## src/gcmb_pkg.sv

```systemverilog
// ----------------------------------------------------------------------------
// gcmb_pkg
// shared types and constants for the grid center-of-mass binner
// ----------------------------------------------------------------------------
package gcmb_pkg;

  localparam int GRID_BITS_DEF     = 5;
  localparam int SPECIES_COUNT_DEF = 2;

  localparam int POS_W   = 24;
  localparam int VEL_W   = 24;
  localparam int EN_W    = 24;
  localparam int PM_W    = 24;
  localparam int RECIP_W = 32;
  localparam int MASS_W  = 48;
  localparam int MOM_W   = 64;
  localparam int ID_W    = 16;
  localparam int KIND_W  = 2;
  localparam int CIDX_W  = 2;
  localparam int CDAT_W  = 32;

  // multiplier operand widths: signed 25 by signed 33
  localparam int MA_W = 25;
  localparam int MB_W = 33;
  localparam int MP_W = MA_W + MB_W;

  localparam logic [KIND_W-1:0] KIND_LOAD  = 2'd0;
  localparam logic [KIND_W-1:0] KIND_DRAIN = 2'd1;
  localparam logic [KIND_W-1:0] KIND_CLEAR = 2'd2;

  localparam logic [CIDX_W-1:0] REG_BOX_RECIP = 2'd0;
  localparam logic [CIDX_W-1:0] REG_MASS_GAS  = 2'd1;
  localparam logic [CIDX_W-1:0] REG_MASS_DARK = 2'd2;

  localparam logic [RECIP_W-1:0] BOX_RECIP_RST = 32'd256;

  localparam logic [23:0] U24_MAX = 24'hFFFFFF;
  localparam logic [23:0] S24_MAX = 24'h7FFFFF;
  localparam logic [23:0] S24_MIN = 24'h800000;

  typedef struct packed {
    logic              start;
    logic [MOM_W-1:0]  dividend;
    logic [MASS_W-1:0] divisor;
  } div_req_t;

  typedef struct packed {
    logic             done;
    logic [MOM_W-1:0] quotient;
  } div_rsp_t;

endpackage

```

## src/gcmb_mul.sv

```systemverilog
// ----------------------------------------------------------------------------
// gcmb_mul
// shared signed multiplier with registered product
// ----------------------------------------------------------------------------
module gcmb_mul import gcmb_pkg::*; (
  input  logic                   clk,
  input  logic signed [MA_W-1:0] a,
  input  logic signed [MB_W-1:0] b,
  output logic signed [MP_W-1:0] p
);

  always_ff @(posedge clk) begin
    p <= a * b;
  end

endmodule

```

## config.mk

```make
export PLATFORM = sky130hd
export DESIGN_NAME = gcmb_mul
export DESIGN_NICKNAME = d
export VERILOG_FILES = /design/src/gcmb_pkg.sv /design/src/gcmb_mul.sv
export SDC_FILE = /design/constraint.sdc
export NUM_CORES = 2
export LEC_CHECK = 0
export ABC_AREA = 1
export BUFFER_PORTS_ARGS = -buffer_cell sky130_fd_sc_hd__buf_2
export CAP_MARGIN = 0
export CORE_MARGIN = 2
export CORE_UTILIZATION = 29
export DETAILED_ROUTE_END_ITERATION = 8
export PLACE_DENSITY = 0.52
export SLEW_MARGIN = 20
export SYNTH_ARGS = -nofsm -noshare
export SYNTH_HDL_FRONTEND = slang
export SYNTH_SLANG_ARGS = --single-unit
export TNS_END_PERCENT = 1
```

## constraint.sdc

```tcl
create_clock -name clk -period 8 [get_ports clk]
set_input_delay 0.4 -clock clk [delete_from_list [all_inputs] [get_ports clk]]
set_output_delay 0.4 -clock clk [all_outputs]
set_load 0.02 [all_outputs]
```

Word level (Yosys, flattened, before mapping)
Cells that the tools add are included.
Word-level totals
  register bits after elaboration: 58
  input bits: 59
Operators by class
  $mul: 1
Operator list (count)
  25-bit by 33-bit multiplier with 58-bit output: 1

Depth between registers and ports, before layout
  depth in word-level cells: 1
  gate-level depth with buffers: 31

Worst setup path before layout
No wires, ideal clock.
  path kind: input port to flip-flop
  start point: input b[32]
  end point: register p[57]
  path slack: 1.490 ns
  buffers on the path: 2
  arrival time: 6.396 ns
  stages on the path: 23
  path through: clkbuf_1 clkbuf_1 nand2_1 inv_1 fa_1 fa_1 inv_1 fa_1 inv_1 fa_1 fa_1 fa_1 fa_1 ha_1 nand2_1 nor2_1 nand2_1 nor4_1 nand2_1 nand2_1 nor2_1 nand2_1 nand2_1
On the way
  longest elaborated chain between the ends: 1
RTL lines
  start, declared: line gcmb_mul.sv:8  | input logic signed [MB_W-1:0] b,
  25-bit by 33-bit multiplier with 58-bit output: line gcmb_mul.sv:13  | p <= a * b;
  end signal, assigned: line gcmb_mul.sv:13
  end, declared: line gcmb_mul.sv:9  | output logic signed [MP_W-1:0] p
No other way between the ends.

Worst setup path in the final report
  start point: input a[3]
  end point: register p[53]
On the way
  longest elaborated chain between the ends: 1
RTL lines
  start, declared: line gcmb_mul.sv:7  | input logic signed [MA_W-1:0] a,
  25-bit by 33-bit multiplier with 58-bit output: line gcmb_mul.sv:13
No other way between the ends.

==> summary.md <==
| Metric | Value |
|---|---|
| Top-level I/O count | `117` |
| IO Port Bufs | `116` |
| Cell area after synthesis | `32,440 um2` |
| Grt total ovfl | `0` |
| Die area | `114,600 um2` |
| DPL Wire Length | `84,990 um` |
| Initial Utilization | `29.28%` |
| Drt first pass iters | `6` |
| Slew HR | `31.60%` |
| Worst hold endpoint | `p[0]$_DFF_P_` |
| Vias per cell | `4.375` |
| Setup total negative slack | `0 ns` |
| Total GRT Usage | `17.53%` |
| Synth-to-layout area growth | `7.493%` |
| Final period utilization | `87.55%` |
| Initial antenna violation count | `13` |
| Adder-cell share of the synthesized area | `58.01%` |
| CTS Buf Count | `9` |
| Syn_nets | `5,273` |
| Hold-fix buffer count after cts | `0` |
| TritonCTS clock tree | `yes` |
| Core outline area | `110,800 um2` |
| Final Critical Period | `7.004 ns` |
| H-tree depth | `3` |
| Vias in the first global route | `26,820` |
| Chip Height | `338.5 um` |
| Post-CTS sizing | `0` |
| Worst hold stages | `3` |
| Yosys warns | `0` |
| Site row count | `122` |
| Remaining antenna violation count | `0` |
| Req. time, crit path | `8.23 ns` |
| Final layout net count | `5,250` |
| Arrival time worst endpoint | `7.23 ns` |
| Clock sinks | `58` |
| Most common cell after layout, fill and taps aside | `inv_1` |
| Mean cell area of the mapped netlist | `7.697 um2` |
| Worst Hold Class | `input pin to flip-flop` |
| First-pass GRT wire length | `156,300 um` |
| Simple-gate portion of the synthesized area | `17.83%` |
| Max-cap viol count | `0` |
| Fraction of synthesized area in multiplexers | `0%` |
| Status | `finished clean` |
| Synth Area in Compound Gates | `1.377%` |
| Iteration-0 DRC Markers | `1,610` |
| GP Congestion | `0.9289` |
| Clock root buffer master | `clkbuf_16` |
| Clock transition at path regs | `0.07 ns` |
| Die width | `338.5 um` |
| Residual DRC count | `0` |
| Reg with most FFs | `p` |
| Sequential share of the synthesized area | `3.579%` |
| Slew @ Worst Pin | `1.023 ns` |
| RSZ-0062 raised after global routing | `no` |
| Commonest cells after routing, fill and taps aside | `1,374 x inv_1, 1,218 x nand2_1, 842 x fa_1` |
| Register bit total from synthesis | `58` |
| Clock Tree Buf Depth | `2` |
| Largest family of logic cells by synthesized area | `adder cells` |
| Final setup viols | `0` |
| Drt wl/cell | `17.14 um` |
| Max reg flops | `58` |
| CP Launch Type | `input pin` |
| Fin. Hold Viols | `0` |
| Post-synthesis xor/xnor area fraction | `0.9718%` |
| Share of layout cells above drive strength 1 | `5.243%` |
| Via count | `24,880` |
| Crit-path max FO | `23` |
| Top Registers | `p: 58 flops` |
| Cells after Synth | `4,215` |
| Final hold slack | `0.6401 ns` |
| Worst Setup End Kind | `flip-flop` |
| Final WL | `97,480 um` |
| Largest net degree at the start of global routing | `34` |
| Critical path type | `input pin to flip-flop` |
| Max Slew Vio Count | `0` |
| Post-CTS setup buffer count | `0` |
| Synth cell types | `34` |
| Maximum clock rate | `142.8 MHz` |
| Worst Min Path Start | `a[0]` |
-- per-stage QoR --
| stage | instance area (um2) | util, % | worst slack (ns) | std cells |
|---|---|---|---|---|
| after floorplan | 32440 | - | 1.491 | 4215 |
| after global placement | 34530 | 31.16 | 0.6680 | 5669 |
| after detailed placement | 34530 | 31.16 | 0.6094 | 5669 |
| after CTS | 34870 | 31.46 | 0.9495 | 5684 |
| after global routing | 34870 | 31.47 | 0.4705 | 5685 |
| final | 34870 | 31.47 | 0.9964 | 5686 |
-- area by class of cell --
class	count	area [um2]
inverters	1378	5172
flip-flops and latches	58	1161
clock buffers	10	239.0
clock inverters	5	102.6
diodes	2	5.005
well taps	1488	1862
multi-input cells	2581	25370
fillers	11990	75950
repair buffers	164	965.9
-- worst max-delay path by stage --
stage               start            end  slack, ns  depth (start not counted)
finish               a[3]  p[53]$_DFF_P_        1.0                         21
global route         a[3]  p[53]$_DFF_P_       0.47                         21
CTS                  a[3]  p[53]$_DFF_P_       0.95                         21
detailed placement   a[3]  p[53]$_DFF_P_       0.61                         21
global placement     a[3]  p[53]$_DFF_P_       0.67                         21
floorplan           b[32]  p[57]$_DFF_P_       1.49                         23
-- per-layer routing --
metal,track usage (%),routed length [um],vias up,part of all wire [%]
met4,2.491,1331,4,1.4
met3,1.570,5180,96,5.3
met5,0,21,-,0.022
met2,29.94,47320,655,49
met1,24.65,43630,12700,45
li1,-,-,11420,-
-- worst max-delay path, cell delays in order --
cell and delay [ns]:
buf_2 0.46, nand2_1 0.12, inv_1 0.10, fa_1 0.56, fa_1 0.64, inv_1 0.19, fa_1 0.92, inv_1 0.27
fa_1 0.51, fa_1 0.57, fa_1 0.43, fa_1 0.44, ha_1 0.41, nand2_1 0.12, nor2_1 0.20, nand3_1 0.17
nor2_1 0.22, and3_1 0.18, nand2_1 0.11, nand4_1 0.11, nand2_1 0.08
-- cell usage after synthesis (all sizes together) --
cell | n | area share (%)
xnor2 | 5 | 0.13
ha | 157 | 6.1
o21a | 1 | 0.023
nor3b | 1 | 0.039
a21o | 1 | 0.023
a21boi | 1 | 0.023
nand2 | 1226 | 14
a31oi | 1 | 0.019
nand4 | 18 | 0.35
buf | 4 | 0.046
fa | 842 | 52
nor2 | 130 | 1.7
nor4 | 1 | 0.019
nand3b | 2 | 0.046
and3 | 1 | 0.019
clkinv | 1 | 0.012
clkbuf | 194 | 2.2
inv | 1377 | 16
xor2 | 31 | 0.84
nor3 | 12 | 0.22
dfxtp | 58 | 3.6
a21oi | 50 | 0.77
and2 | 1 | 0.023
o21bai | 11 | 0.25
or2 | 7 | 0.13
nand3 | 65 | 1.0
o21ai | 17 | 0.26
-- cells by family after synthesis --
family	Yosys count
AOI/OAI and AO/OA	82
and+or+nand+nor	1464
adders and majority gates	999
xor gates and xnor gates	36
DFF	58
buffers and inverters	1576
Power is not shown: default switching activity piles up to over one toggle a cycle in this logic, so the estimate is an artifact.
