## config.mk

```make
export PLATFORM = sky130hd
export DESIGN_NAME = gcmb_div
export DESIGN_NICKNAME = d
export VERILOG_FILES = /design/src/gcmb_pkg.sv /design/src/gcmb_div.sv
export SDC_FILE = /design/constraint.sdc
export NUM_CORES = 1
export LEC_CHECK = 0
export BUFFER_PORTS_ARGS = -buffer_cell sky130_fd_sc_hd__buf_2
export CAP_MARGIN = 5
export CORE_UTILIZATION = 35
export DETAILED_ROUTE_END_ITERATION = 12
export GPL_ROUTABILITY_DRIVEN = 0
export GPL_TIMING_DRIVEN = 0
export PLACE_DENSITY = 0.56
export SYNTH_ARGS = -nofsm -noshare
export SYNTH_HDL_FRONTEND = slang
export SYNTH_SLANG_ARGS = --single-unit
```

## constraint.sdc

```tcl
create_clock -name clk -period 9.3 [get_ports clk]
set_clock_uncertainty 0.05 [all_clocks]
set_input_delay 1.86 -clock clk [delete_from_list [all_inputs] [get_ports clk]]
set_output_delay 1.86 -clock clk [all_outputs]
set_load 0.01 [all_outputs]
```

## src/gcmb_pkg.sv

```systemverilog
// ----------------------------------------------------------------------------
// gcmb_pkg
// shared types and constants for the grid center-of-mass binner
// ----------------------------------------------------------------------------
package gcmb_pkg;

  localparam int GRID_BITS_DEF     = 5;
  localparam int SPECIES_COUNT_DEF = 2;

  localparam int POS_W   = 24;
  localparam int VEL_W   = 24;
  localparam int EN_W    = 24;
  localparam int PM_W    = 24;
  localparam int RECIP_W = 32;
  localparam int MASS_W  = 48;
  localparam int MOM_W   = 64;
  localparam int ID_W    = 16;
  localparam int KIND_W  = 2;
  localparam int CIDX_W  = 2;
  localparam int CDAT_W  = 32;

  // multiplier operand widths: signed 25 by signed 33
  localparam int MA_W = 25;
  localparam int MB_W = 33;
  localparam int MP_W = MA_W + MB_W;

  localparam logic [KIND_W-1:0] KIND_LOAD  = 2'd0;
  localparam logic [KIND_W-1:0] KIND_DRAIN = 2'd1;
  localparam logic [KIND_W-1:0] KIND_CLEAR = 2'd2;

  localparam logic [CIDX_W-1:0] REG_BOX_RECIP = 2'd0;
  localparam logic [CIDX_W-1:0] REG_MASS_GAS  = 2'd1;
  localparam logic [CIDX_W-1:0] REG_MASS_DARK = 2'd2;

  localparam logic [RECIP_W-1:0] BOX_RECIP_RST = 32'd256;

  localparam logic [23:0] U24_MAX = 24'hFFFFFF;
  localparam logic [23:0] S24_MAX = 24'h7FFFFF;
  localparam logic [23:0] S24_MIN = 24'h800000;

  typedef struct packed {
    logic              start;
    logic [MOM_W-1:0]  dividend;
    logic [MASS_W-1:0] divisor;
  } div_req_t;

  typedef struct packed {
    logic             done;
    logic [MOM_W-1:0] quotient;
  } div_rsp_t;

endpackage

```

## src/gcmb_div.sv

```systemverilog
// ----------------------------------------------------------------------------
// gcmb_div
// restoring divider, one quotient bit per cycle
// ----------------------------------------------------------------------------
module gcmb_div import gcmb_pkg::*; (
  input  logic     clk,
  input  logic     rst,
  input  div_req_t req,
  output div_rsp_t rsp
);

  localparam int CNT_W = $clog2(MOM_W + 1);

  logic [MASS_W-1:0] rem;
  logic [MOM_W-1:0]  quo;
  logic [MASS_W-1:0] dvs;
  logic [CNT_W-1:0]  cnt;
  logic              fin;
  logic [MASS_W:0]   shifted;
  logic [MASS_W+1:0] diff;

  assign shifted = {rem, quo[MOM_W-1]};
  assign diff    = {1'b0, shifted} - {2'b00, dvs};

  always_ff @(posedge clk) begin
    if (rst) begin
      cnt <= '0;
      fin <= 1'b0;
    end else begin
      fin <= 1'b0;
      if (req.start) begin
        rem <= '0;
        quo <= req.dividend;
        dvs <= req.divisor;
        cnt <= CNT_W'(MOM_W);
      end else if (cnt != '0) begin
        if (!diff[MASS_W+1]) begin
          rem <= diff[MASS_W-1:0];
          quo <= {quo[MOM_W-2:0], 1'b1};
        end else begin
          rem <= shifted[MASS_W-1:0];
          quo <= {quo[MOM_W-2:0], 1'b0};
        end
        cnt <= cnt - 1'b1;
        if (cnt == CNT_W'(1)) begin
          fin <= 1'b1;
        end
      end
    end
  end

  assign rsp = '{done: fin, quotient: quo};

endmodule
```

-- Yosys cells after proc, flatten, opt, wreduce, memory -nomap -nowiden
Cells that the tools add are included.
- register bits: 168
- input bits: 115
- output and inout port bits: 65
- word-level logic and storage cells: 25
- $add $sub $neg: 2
- equality and inequality tests: 1
- mux-type cells: 8
- bitwise operators: 2
- reduce and logical (&&, ||, !) cells: 6
- operators with widths (kind ; number):
    64-bit two-way mux ; 2
    48-bit two-way mux ; 2
    49-bit by 48-bit subtractor with 50-bit output ; 1
    7-bit two-way mux ; 2
    7-bit by 1-bit == test with 1-bit output, second input constant ; 1
    7-bit nonzero test ; 1
    7-bit by 1-bit subtractor with 7-bit output, second input constant ; 1
    2-bit AND reduction ; 2
    3-bit OR reduction ; 1
    1-bit two-way mux ; 2
    1-bit inverter ; 2
    2-bit nonzero test ; 1
    2-bit OR reduction ; 1

-- Depth between registers and ports, before layout
Gate-level depths: netlist (run 1).
- depth in word-level cells: 4
- mapped depth: 14
- depth with buffers taken out: 12

-- Worst setup path after synthesis (run 1)
Ideal clock, no wire load.
- path kind: input to register
- from: input port req[112] (netlist bit)
- to: register quo[0], enable pin
- library setup time: 0.650 ns
- arrival: 8.525 ns
- required time: 8.600 ns
- setup slack: 0.075 ns
- stages on the path: 3
- buffers on the path: 1
- cells stage by stage: clkbuf_1 clkinv_1 a31oi_1
- cells in the longest elaborated chain, start to end: 2
- RTL lines (what ; RTL line ; RTL):
    start, declared ; gcmb_div.sv:8 ; input div_req_t req,
    2-bit nonzero test (no source line) ; -- ;
    2-bit AND reduction (no source line) ; -- ;
    end signal, assigned ; gcmb_div.sv:33 ; quo <= req.dividend;
    end signal, assigned ; gcmb_div.sv:39 ; quo <= {quo[MOM_W-2:0], 1'b1};
    end signal, assigned ; gcmb_div.sv:42 ; quo <= {quo[MOM_W-2:0], 1'b0};
    end, declared ; gcmb_div.sv:15 ; logic [MOM_W-1:0] quo;
Every way passes these cells.
A chain may end at the register's enable or synchronous reset.

-- Worst setup path in the final report (run 1)
- from: input port req[112] (netlist bit)
- to: register quo[14], enable pin
Same word-level chain as after synthesis.

==> results of run 1 <==
[registers in the layout, summed over array words and instances (netlist names)]
signal	cells
cnt	7
quo	64
fin	1
dvs	48
rem	48
[cells in the mapped netlist, types with 12 or more instances]
| master | number |
|---|---|
| clkbuf_1 | 17 |
| nand3_1 | 12 |
| a211oi_1 | 15 |
| mux2i_1 | 29 |
| nor2_1 | 71 |
| xor2_1 | 26 |
| xnor2_1 | 16 |
| nand2_1 | 55 |
| ha_1 | 50 |
| a21oi_1 | 64 |
| mux2_2 | 64 |
| a21o_1 | 28 |
| o21ai_0 | 31 |
| edfxtp_1 | 160 |
| inv_1 | 57 |
[cells by family (layout without fill, tap and decap cells)]
group	Yosys count	after routing	share of synthesized area, %
AO/OA/AOI/OAI	203	203	14.0
XOR/XNOR	42	42	3.84
adder cells (fa/ha/maj)	51	51	6.74
buffers and inverters	89	305	3.78
flip-flops	168	168	51.9
multiplexers	93	93	10.6
other	0	1	0
AND/OR/NAND/NOR	193	193	9.24
[area by class of cell]
type	instances	area (µm²)	area share (%)
Clock buffer	19	453	3.89
Sequential cell	168	4960	42.6
Inverter	58	218	1.87
Clock inverter	13	134	1.15
Timing Repair Buffer	184	1040	8.93
Tap cell	341	427	3.66
Multi-Input combinational cell	582	4270	36.6
Buffer	31	144	1.23
Antenna cell	1	2.50	0.0215
[layer usage]
layer | global-route usage [%] | wire (µm)
met3 | 6.05 | 1840
met2 | 30.0 | 11700
met1 | 22.4 | 10900
met4 | 4.75 | 299
met5 | 0 | 12
[power groups by stage]
stage / clock network [mW] / logic (mW) / registers (mW)
finish: 0.721 / 1.14 / 1.09
global route: 0.769 / 1.27 / 1.11
CTS: 0.743 / 1.14 / 1.10
detailed placement: 0 / 1.14 / 1.11
global placement: 0 / 1.09 / 1.14
floorplan: 0 / 0.801 / 1.13
[critical path, cell delays in order]
cell      delay, ns
clkbuf_1       0.42
clkinv_1       0.53
a31oi_4        0.76
buf_16         0.24
buf_16         0.18
buf_16         0.19
buf_16         0.19
[stage by stage]
stage	utilization, %	instance area, µm²	hold WS [ns]	setup TNS, ns
final	43.4	11700	0.438	0
after floorplan	-	9570	0.398	0
after global placement	40.5	10900	0.421	-456.67
after detailed placement	41.2	11100	0.431	0
after global routing	43.4	11700	0.494	0
after CTS	43.4	11700	0.441	0
[worst max-delay path by stage]
stage | startpoint | endpoint | slack [ns] | cells after the start
after global routing | req[112] | quo[14]$_DFFE_PP_ | 4.79 | 7
after global placement | req[112] | quo[15]$_DFFE_PP_ | -4.09 | 3
after CTS | req[112] | quo[14]$_DFFE_PP_ | 4.86 | 7
after detailed placement | req[112] | quo[15]$_DFFE_PP_ | 4.40 | 7
after floorplan | req[112] | quo[0]$_DFFE_PP_ | 0.07 | 3
final | req[112] | quo[14]$_DFFE_PP_ | 4.99 | 7
==> metrics, run 1 <==
status=complete, no violations; final period utilization=roughly 46%; critical path type=in2reg; fin crit period=4.31 ns; initial antenna violation count=2; internal power=1.88 mW; Leak Pwr=between 4 and 5 nW; worst r2r dst=rem[44]$_SDFFCE_PP0P_; clk buf depth=2; first-pass GRT wire length=~40 mm; port bufs=between 150 and 200; Max Fclk=about 0.23 GHz; top-area cell type share of the netlist area=50.2%; PnR worst setup slack=around 5.0 ns; Worst slew margin=between 50% and 60%; IO Pins=180; Chip Height=between 150 and 200 µm; Max Cap Viol=0; Final HPWL DP=roughly 19 mm; Die X-Extent=between 150 and 200 µm; Worst Setup Start Kind=input pin; endpoints failing setup=0; largest net degree at the start of global routing=28; Distinct cells, synth=60; syn avg cell area=between 10 and 15 µm²; DRC viols=0; Starting Density=approximately 36%; total CTS buffers=17; CTS tree=built; Nets=roughly 1200; Hold Path Class=reg2reg; Power Dens Cells=253 nW/µm²; placed insts=1364; unrepaired setup endpoints after global routing=false; RR Startpoint=quo[63]$_DFFE_PP_; yosys warns=0; share of layout cells above drive strength 1=~28%; peak supply drop=about 130 µV; HP Start=cnt[6]$_SDFFE_PP0N_; Fillers=~2600; vias in the first global route=approximately 7300; WL/cell=17.7 µm; total grt overflow=0; Req. time, crit path=9.39 ns; die area=between 20000 and 30000 µm²; Worst Setup End Kind=register; net switching power=around 1.1 mW; Post-synth EDFFs=160; Reg2Reg Setup Slack=around 5.6 ns; Yosys top cell by area=edfxtp_1; Worst-Margin Slew=between 0.7 and 0.8 ns; insertion delay to the later sink of the worst-skew pair=between 0.4 and 0.5 ns; DRT Pass-1 Iters=6; clk root buf=clkbuf_16; post-CTS setup buffers=0; ys flop type=edfxtp_1; max-slew violation count=0; Reg power frac=37.1%; total number of vias=roughly 7200; TritonCTS Sinks=about 170; Power Total=approximately 3 mW; synthesis-to-layout area growth=21.7%; Endpoint, Worst Hold=cnt[6]$_SDFFE_PP0N_; sequential area share after synthesis=51.9%; number of core rows=60; Sw Share=between 30% and 40%; Mapped Area=~9600 µm²; hold path depth=2; most common cell after layout, fill and taps aside=buf_2; CP max FO=23; Worst Setup Slack post-DPL=roughly 4.4 ns; most frequent cells in the layout=184 x buf_2, 160 x edfxtp_1, 70 x nor2_1; Total GRT Usage=between 10% and 20%; CTS Hold Bufs=0; R2R cell count=12; clock network fraction of design power=24.5%; Async SR Flop Fraction=0%; ANT nets after route=0; core footprint=26900 µm²; post-cts sizing count=0; Via density=5.13; Post-Syn Instances=about 840; H-tree depth=4; critical path arrival=roughly 4.4 ns; FF+latch count, synth=between 150 and 200; non-filler cells, final=between 1000 and 1500; endpoints failing hold=0; initial DRC count=roughly 430; Post-Syn Nets=~1000; synth top area cells=edfxtp_1 50%, mux2_2 7.5%, ha_1 6.5%, a21oi_1 3.3%, mux2i_1 3.0%; drt total wl=24.8 mm; Logic pwr share=between 30% and 40%; clk slew on worst S/H paths=around 0.070 ns
(Power assumes the default switching activity.)
==> run 2, diff against run 1 <==
Settings changed: ABC_AREA set to 1, PLACE_DENSITY 0.56 to 0.55.
Clock period 9.3 ns to 3.94 ns, I/O delays scaled along.
==> run 2 against run 1 <==
  * Total power rose by 140%
  * Non-clock buffer count fell by 1
  * Clock power rose by 130%
  * Largest power group unchanged
==> metrics, run 2 <==
status=complete, no violations; critical path arrival=2.96 ns; Synth top cells by count=656 x nand2_1, 307 x inv_1, 160 x edfxtp_1; max-slew violation count=0; Yosys top cell by area=edfxtp_1; syn avg cell area=a little over 7 µm²; post-cts sizing count=0; Chip Height=between 150 and 200 µm; Largest register FFs=64; CTS Hold Bufs=0; Top Registers=quo x64, dvs x48, rem x48; drt total wl=roughly 31 mm; post-CTS setup buffers=0; Reg2Reg Setup Slack=~1.2 ns; FF+latch count, synth=between 150 and 200; Worst Setup End Kind=register; synth top area cells=edfxtp_1 43%, nand2_1 22%, inv_1 10%, ha_1 5.6%, nor2_1 5.2%; total number of vias=between 10000 and 15000; worst setup path endpoint=rem[39]$_SDFFCE_PP0P_; top-area cell type share of the netlist area=43.1%; Nets=a little under 2000; Largest Register=quo; most common cell after layout, fill and taps aside=nand2_1; Total GRT Usage=between 20% and 30%; worst r2r dst=rem[39]$_SDFFCE_PP0P_; clock network fraction of design power=about a quarter; worst hold margin=0.427 ns; Cell Area, Placed=12700 µm²; Sw Share=40.8%; DRT Pass-1 Iters=6; largest net degree at the start of global routing=32; Leak Pwr=roughly 7 nW; placed insts=roughly 2200; Final HPWL DP=around 25 mm; insertion delay to the later sink of the worst-skew pair=0.47 ns; first-pass GRT wire length=51.0 mm; Post-Syn Nets=1735; peak supply drop=around 320 µV; internal power=around 4.2 mW; endpoints failing hold=0; crit path from=rem[7]$_SDFFCE_PP0P_; Hold Path Class=reg2reg; clk slew on worst S/H paths=approximately 0.07 ns; H-tree depth=4; final instance area=approximately 13000 µm²; ys flop type=edfxtp_1; Post-Syn Instances=1569; Req. time, crit path=between 4 and 5 ns; non-filler cells, final=2190; port bufs=179; Die X-Extent=181 µm; Max Fclk=between 0.3 and 0.4 GHz; RR Startpoint=rem[7]$_SDFFCE_PP0P_; Power Dens Cells=531 nW/µm²; Power Total=about 7.1 mW; unrepaired setup endpoints after global routing=false; sequential area share after synthesis=between 40 and 50%; Worst Setup Start Kind=register; Starting Density=35.5%; vias in the first global route=between 10000 and 15000; top-count cell post-synth=nand2_1; total grt overflow=0; WL/cell=14.3 µm; clk buf depth=2; Mapped Area=11200 µm²; initial DRC count=approximately 600; CP max FO=10; Logic pwr share=41.2%; IO Pins=180; synthesis-to-layout area growth=19.3%; Worst slew margin=55.7%; net switching power=~2.9 mW; most frequent cells in the layout=656 x nand2_1, 307 x inv_1, 185 x buf_2; CTS tree=built; ANT nets after route=0; Worst Setup Slack post-DPL=about 0.66 ns; PnR worst setup slack=1.15 ns; share of layout cells above drive strength 1=roughly 14%; Reg power frac=a little over a third; multi-input logic area=roughly 4900 µm²; Via density=4.59; clk root buf=clkbuf_16; Distinct cells, synth=41; die area=32600 µm²; TritonCTS Sinks=around 170; Fillers=3223; Worst-Margin Slew=around 0.66 ns; critical path type=reg2reg; initial antenna violation count=1; Reg area=~5000 µm²; yosys warns=0; core footprint=between 30000 and 40000 µm²; total CTS buffers=17; Async SR Flop Fraction=0%; R2R cell count=13; setup tns final=0 ns; endpoints failing setup=0; number of core rows=65; final period utilization=a little over two thirds; Post-synth EDFFs=160; fin crit period=approximately 2.8 ns; DRC viols=0; final core area utilization=around 42%; Max Cap Viol=0
[run 2: cell count changes in the layout (fill, tap and decap cells not counted), sizes merged, moves of 8 or more]
| cell | before | now |
|---|---|---|
| nand3 | 12 | 59 |
| inv | 62 | 318 |
| xnor2 | 16 | 3 |
| a211oi | 15 | 0 |
| nor2 | 71 | 157 |
| mux2i | 29 | 0 |
| a31oi | 8 | 0 |
| a21o | 28 | 1 |
| and3 | 11 | 0 |
| mux2 | 64 | 0 |
| a21oi | 64 | 35 |
| nand2 | 55 | 662 |
[run 2: cell type report]
| cell class | count | share of cell area (%) |
|---|---|---|
| Antenna cell | 2 | 0.0376 |
| Inverter | 310 | 8.74 |
| Multi-Input combinational cell | 1062 | 36.8 |
| Timing Repair Buffer | 185 | 7.86 |
| Clock buffer | 17 | 3.20 |
| Sequential cell | 168 | 37.3 |
| Buffer | 29 | 1.14 |
| Tap cell | 402 | 3.78 |
| Clock inverter | 15 | 1.16 |
[run 2: cell families (layout without fill, tap and decap cells)]
kind of cell,after synthesis,after routing,synth area share [%]
adders and majority gates,51,51,5.79
DFF,168,168,44.5
other,0,2,0
xor gates and xnor gates,25,25,1.96
AOI/OAI and AO/OA,80,80,3.82
buffers and inverters,339,556,11.8
and+or+nand+nor,906,906,32.2
[run 2: worst min path at each step]
stage                                to  cells after the start           startpoint  slack [ns]
global placement    cnt[3]$_SDFFE_PP0P_                      2  cnt[3]$_SDFFE_PP0P_        0.41
floorplan           cnt[6]$_SDFFE_PP0N_                      2  cnt[6]$_SDFFE_PP0N_        0.39
global route           dvs[1]$_DFFE_PP_                      1               req[1]        0.44
CTS                   dvs[33]$_DFFE_PP_                      1              req[33]        0.43
finish              cnt[3]$_SDFFE_PP0P_                      2  cnt[3]$_SDFFE_PP0P_        0.43
detailed placement  cnt[3]$_SDFFE_PP0P_                      2  cnt[3]$_SDFFE_PP0P_        0.42
[run 2: layer usage]
| layer | GRT usage, % | up-vias | part of all wire, % |
|---|---|---|---|
| li1 | - | 5207 | - |
| met1 | 25.3 | 4494 | 45 |
| met2 | 33.2 | 307 | 45 |
| met3 | 5.32 | 44 | 7.8 |
| met4 | 7.38 | 0 | 2.6 |
| met5 | 0 | - | 0 |
[run 2: worst max-delay path, stage by stage (launching register included)]
cell	delay, ns
edfxtp_1	0.39
ha_1	0.38
nand2_1	0.15
nor2_1	0.22
nand3_1	0.13
nand3_2	0.16
nand2_1	0.06
nand2_1	0.20
nand2_2	0.12
nand2_4	0.14
clkbuf_2	0.29
nand3_1	0.16
nand2_1	0.09
inv_1	0.03
[run 2: power by group through the flow]
stage                     logic, mW  registers, mW  clock network, mW
after global placement         2.82           2.54                  0
after CTS                      2.91           2.49               1.72
after floorplan                1.99           2.53                  0
final                          2.92           2.48               1.67
after detailed placement       2.90           2.52                  0
after global routing           3.33           2.52               1.78
==> run 3, diff against run 2 <==
Clock period 3.94 ns to 2.41 ns, I/O delays scaled along.
==> run 3 against run 2 <==
  * Count of clock-buffer cells in the layout increased by 1
  * Via count increased by 3.9%
  * Clock power increased by 59%
  * Combinational power increased by 110%
  * First-iteration DRC count decreased by 4.3%
  * The flow now finishes with violations (negative setup slack)
  * Die area unchanged
  * Core utilization increased by 5.1 points
  * Highest routed layer is now met5
==> metrics, run 3 (synthesis results as in run 2) <==
clock network fraction of design power=20.3%; endpoints failing setup=15; max-slew violation count=0; Top Registers=quo x64, dvs x48, rem x48; largest net degree at the start of global routing=31; Req. time, crit path=2.59 ns; Total GRT Usage=approximately a fifth; Final HPWL DP=around 26 mm; Worst-Margin Slew=0.738 ns; number of core rows=65; net switching power=5.35 mW; initial DRC count=about 580; highest metal layer with signal wires=met5; final period utilization=102%; drt total wl=between 30 and 40 mm; most frequent cells in the layout=591 x nand2_1, 282 x inv_1, 179 x buf_2; Post-Route M1 WL=15.2 mm; critical path arrival=2.65 ns; Power Dens Cells=877 nW/µm²; ANT nets after route=0; CP max FO=6; failing checks=negative setup slack; met3 WL post-DR=between 2 and 2.5 mm; DRC viols=0; TritonCTS Sinks=roughly 170; Worst Setup End Kind=register; Max Cap Viol=0; Hold Path Class=in2reg; PnR worst setup slack=-0.0584 ns; status=finished with violations; endpoints failing hold=0; core footprint=31500 µm²; Sw Share=a little over 40%; IO Pins=180; Max Fclk=about 0.41 GHz; routed length on met2=roughly 15 mm; Logic pwr share=47.9%; final core area utilization=47.4%; unrepaired setup endpoints after global routing=true; clk root buf=clkbuf_16; Nets=about 2000; port bufs=179; total CTS buffers=17; Largest Register=quo; H-tree depth=4; total number of vias=between 10000 and 15000; CTS tree=built; final instance area=~15000 µm²; Largest register FFs=64; Reg power frac=roughly a third; die area=32600 µm²; Via density=between 4 and 5; setup tns final=-0.286 ns; DRT Pass-1 Iters=5; synthesis-to-layout area growth=33.8%; first-pass GRT wire length=approximately 53 mm; share of layout cells above drive strength 1=27.4%; clk buf depth=2; fin crit period=between 2 and 2.5 ns; insertion delay to the later sink of the worst-skew pair=0.46 ns; Worst slew margin=between 50 and 60%; CTS Hold Bufs=0; Worst Setup Start Kind=register; Leak Pwr=about 7.5 nW; most common cell after layout, fill and taps aside=nand2_1; Chip Height=181 µm; Die X-Extent=roughly 180 µm; Starting Density=35.5%; Fillers=roughly 3000; total grt overflow=0; internal power=approximately 7.7 mW; clk slew on worst S/H paths=approximately 0.080 ns; critical path type=reg2reg; Cell Area, Placed=about 13000 µm²; peak supply drop=roughly 540 µV; worst hold margin=roughly 0.14 ns; WL/cell=around 15 µm; Worst Setup Slack post-DPL=-0.430 ns; vias in the first global route=10300; initial antenna violation count=3
[run 3: power groups by stage]
stage	Clock [mW]	Sequential (mW)	Combinational [mW]
final	2.65	4.17	6.26
after global routing	2.81	4.22	6.94
after CTS	2.72	4.16	5.38
after detailed placement	0	4.12	4.77
after global placement	0	4.14	4.65
after floorplan	0	4.14	3.28
[run 3: path summary, 6_finish.rpt]
path / from / cells after the start / slack, ns / endpoint
max: rem[34]$_SDFFCE_PP0P_ / 13 / -0.06 / rem[46]$_SDFFCE_PP0P_
min: req[47] / 1 / 0.14 / dvs[47]$_DFFE_PP_
max reg2reg: rem[34]$_SDFFCE_PP0P_ / 13 / -0.06 / rem[46]$_SDFFCE_PP0P_
min reg2reg: cnt[3]$_SDFFE_PP0P_ / 2 / 0.43 / cnt[3]$_SDFFE_PP0P_
[run 3: layout make-up]
cell class	instances	area, µm²	share of cell area [%]
inverter	310	1190	7.97
sequential	168	4970	33.3
antenna	1	2.50	0.0168
timing repair buffer	237	1470	9.81
buffer	28	189	1.27
multi-input combinational	1062	6070	40.6
clock inverter	14	116	0.779
tap	402	503	3.37
clock buffer	18	429	2.87
[run 3: critical path, cell delays in order, from the launching register on]
cell      delay (ns)
edfxtp_1        0.44
ha_4            0.33
nand2_4         0.08
nor2_4          0.14
nand2_4         0.07
nor3_4          0.26
and2_4          0.20
nand2_4         0.06
nand2_8         0.11
buf_8           0.15
buf_12          0.14
nand3_2         0.08
nand2_2         0.09
inv_1           0.04
[run 3: what timing repair did]
action / in CTS / in global routing
pin swaps: 23 / 65
setup endpoints to repair: 49 / 78
setup buffers: 26 / 25
gates cloned: 0 / 1
gates resized for setup: 89 / 178
[run 3: per-layer routing]
| metal | global-route usage [%] | vias up |
|---|---|---|
| li1 | - | 5312 |
| met1 | 26.4 | 4769 |
| met2 | 34.8 | 311 |
| met3 | 4.61 | 52 |
| met4 | 8.31 | 4 |
| met5 | 0 | - |
[run 3: through the flow]
stage / instances / power [mW]
floorplan: 1569 / 7.42
global placement: 2150 / 8.79
detailed placement: 2156 / 8.89
CTS: 2213 / 12.3
global route: 2239 / 14.0
finish: 2240 / 13.1
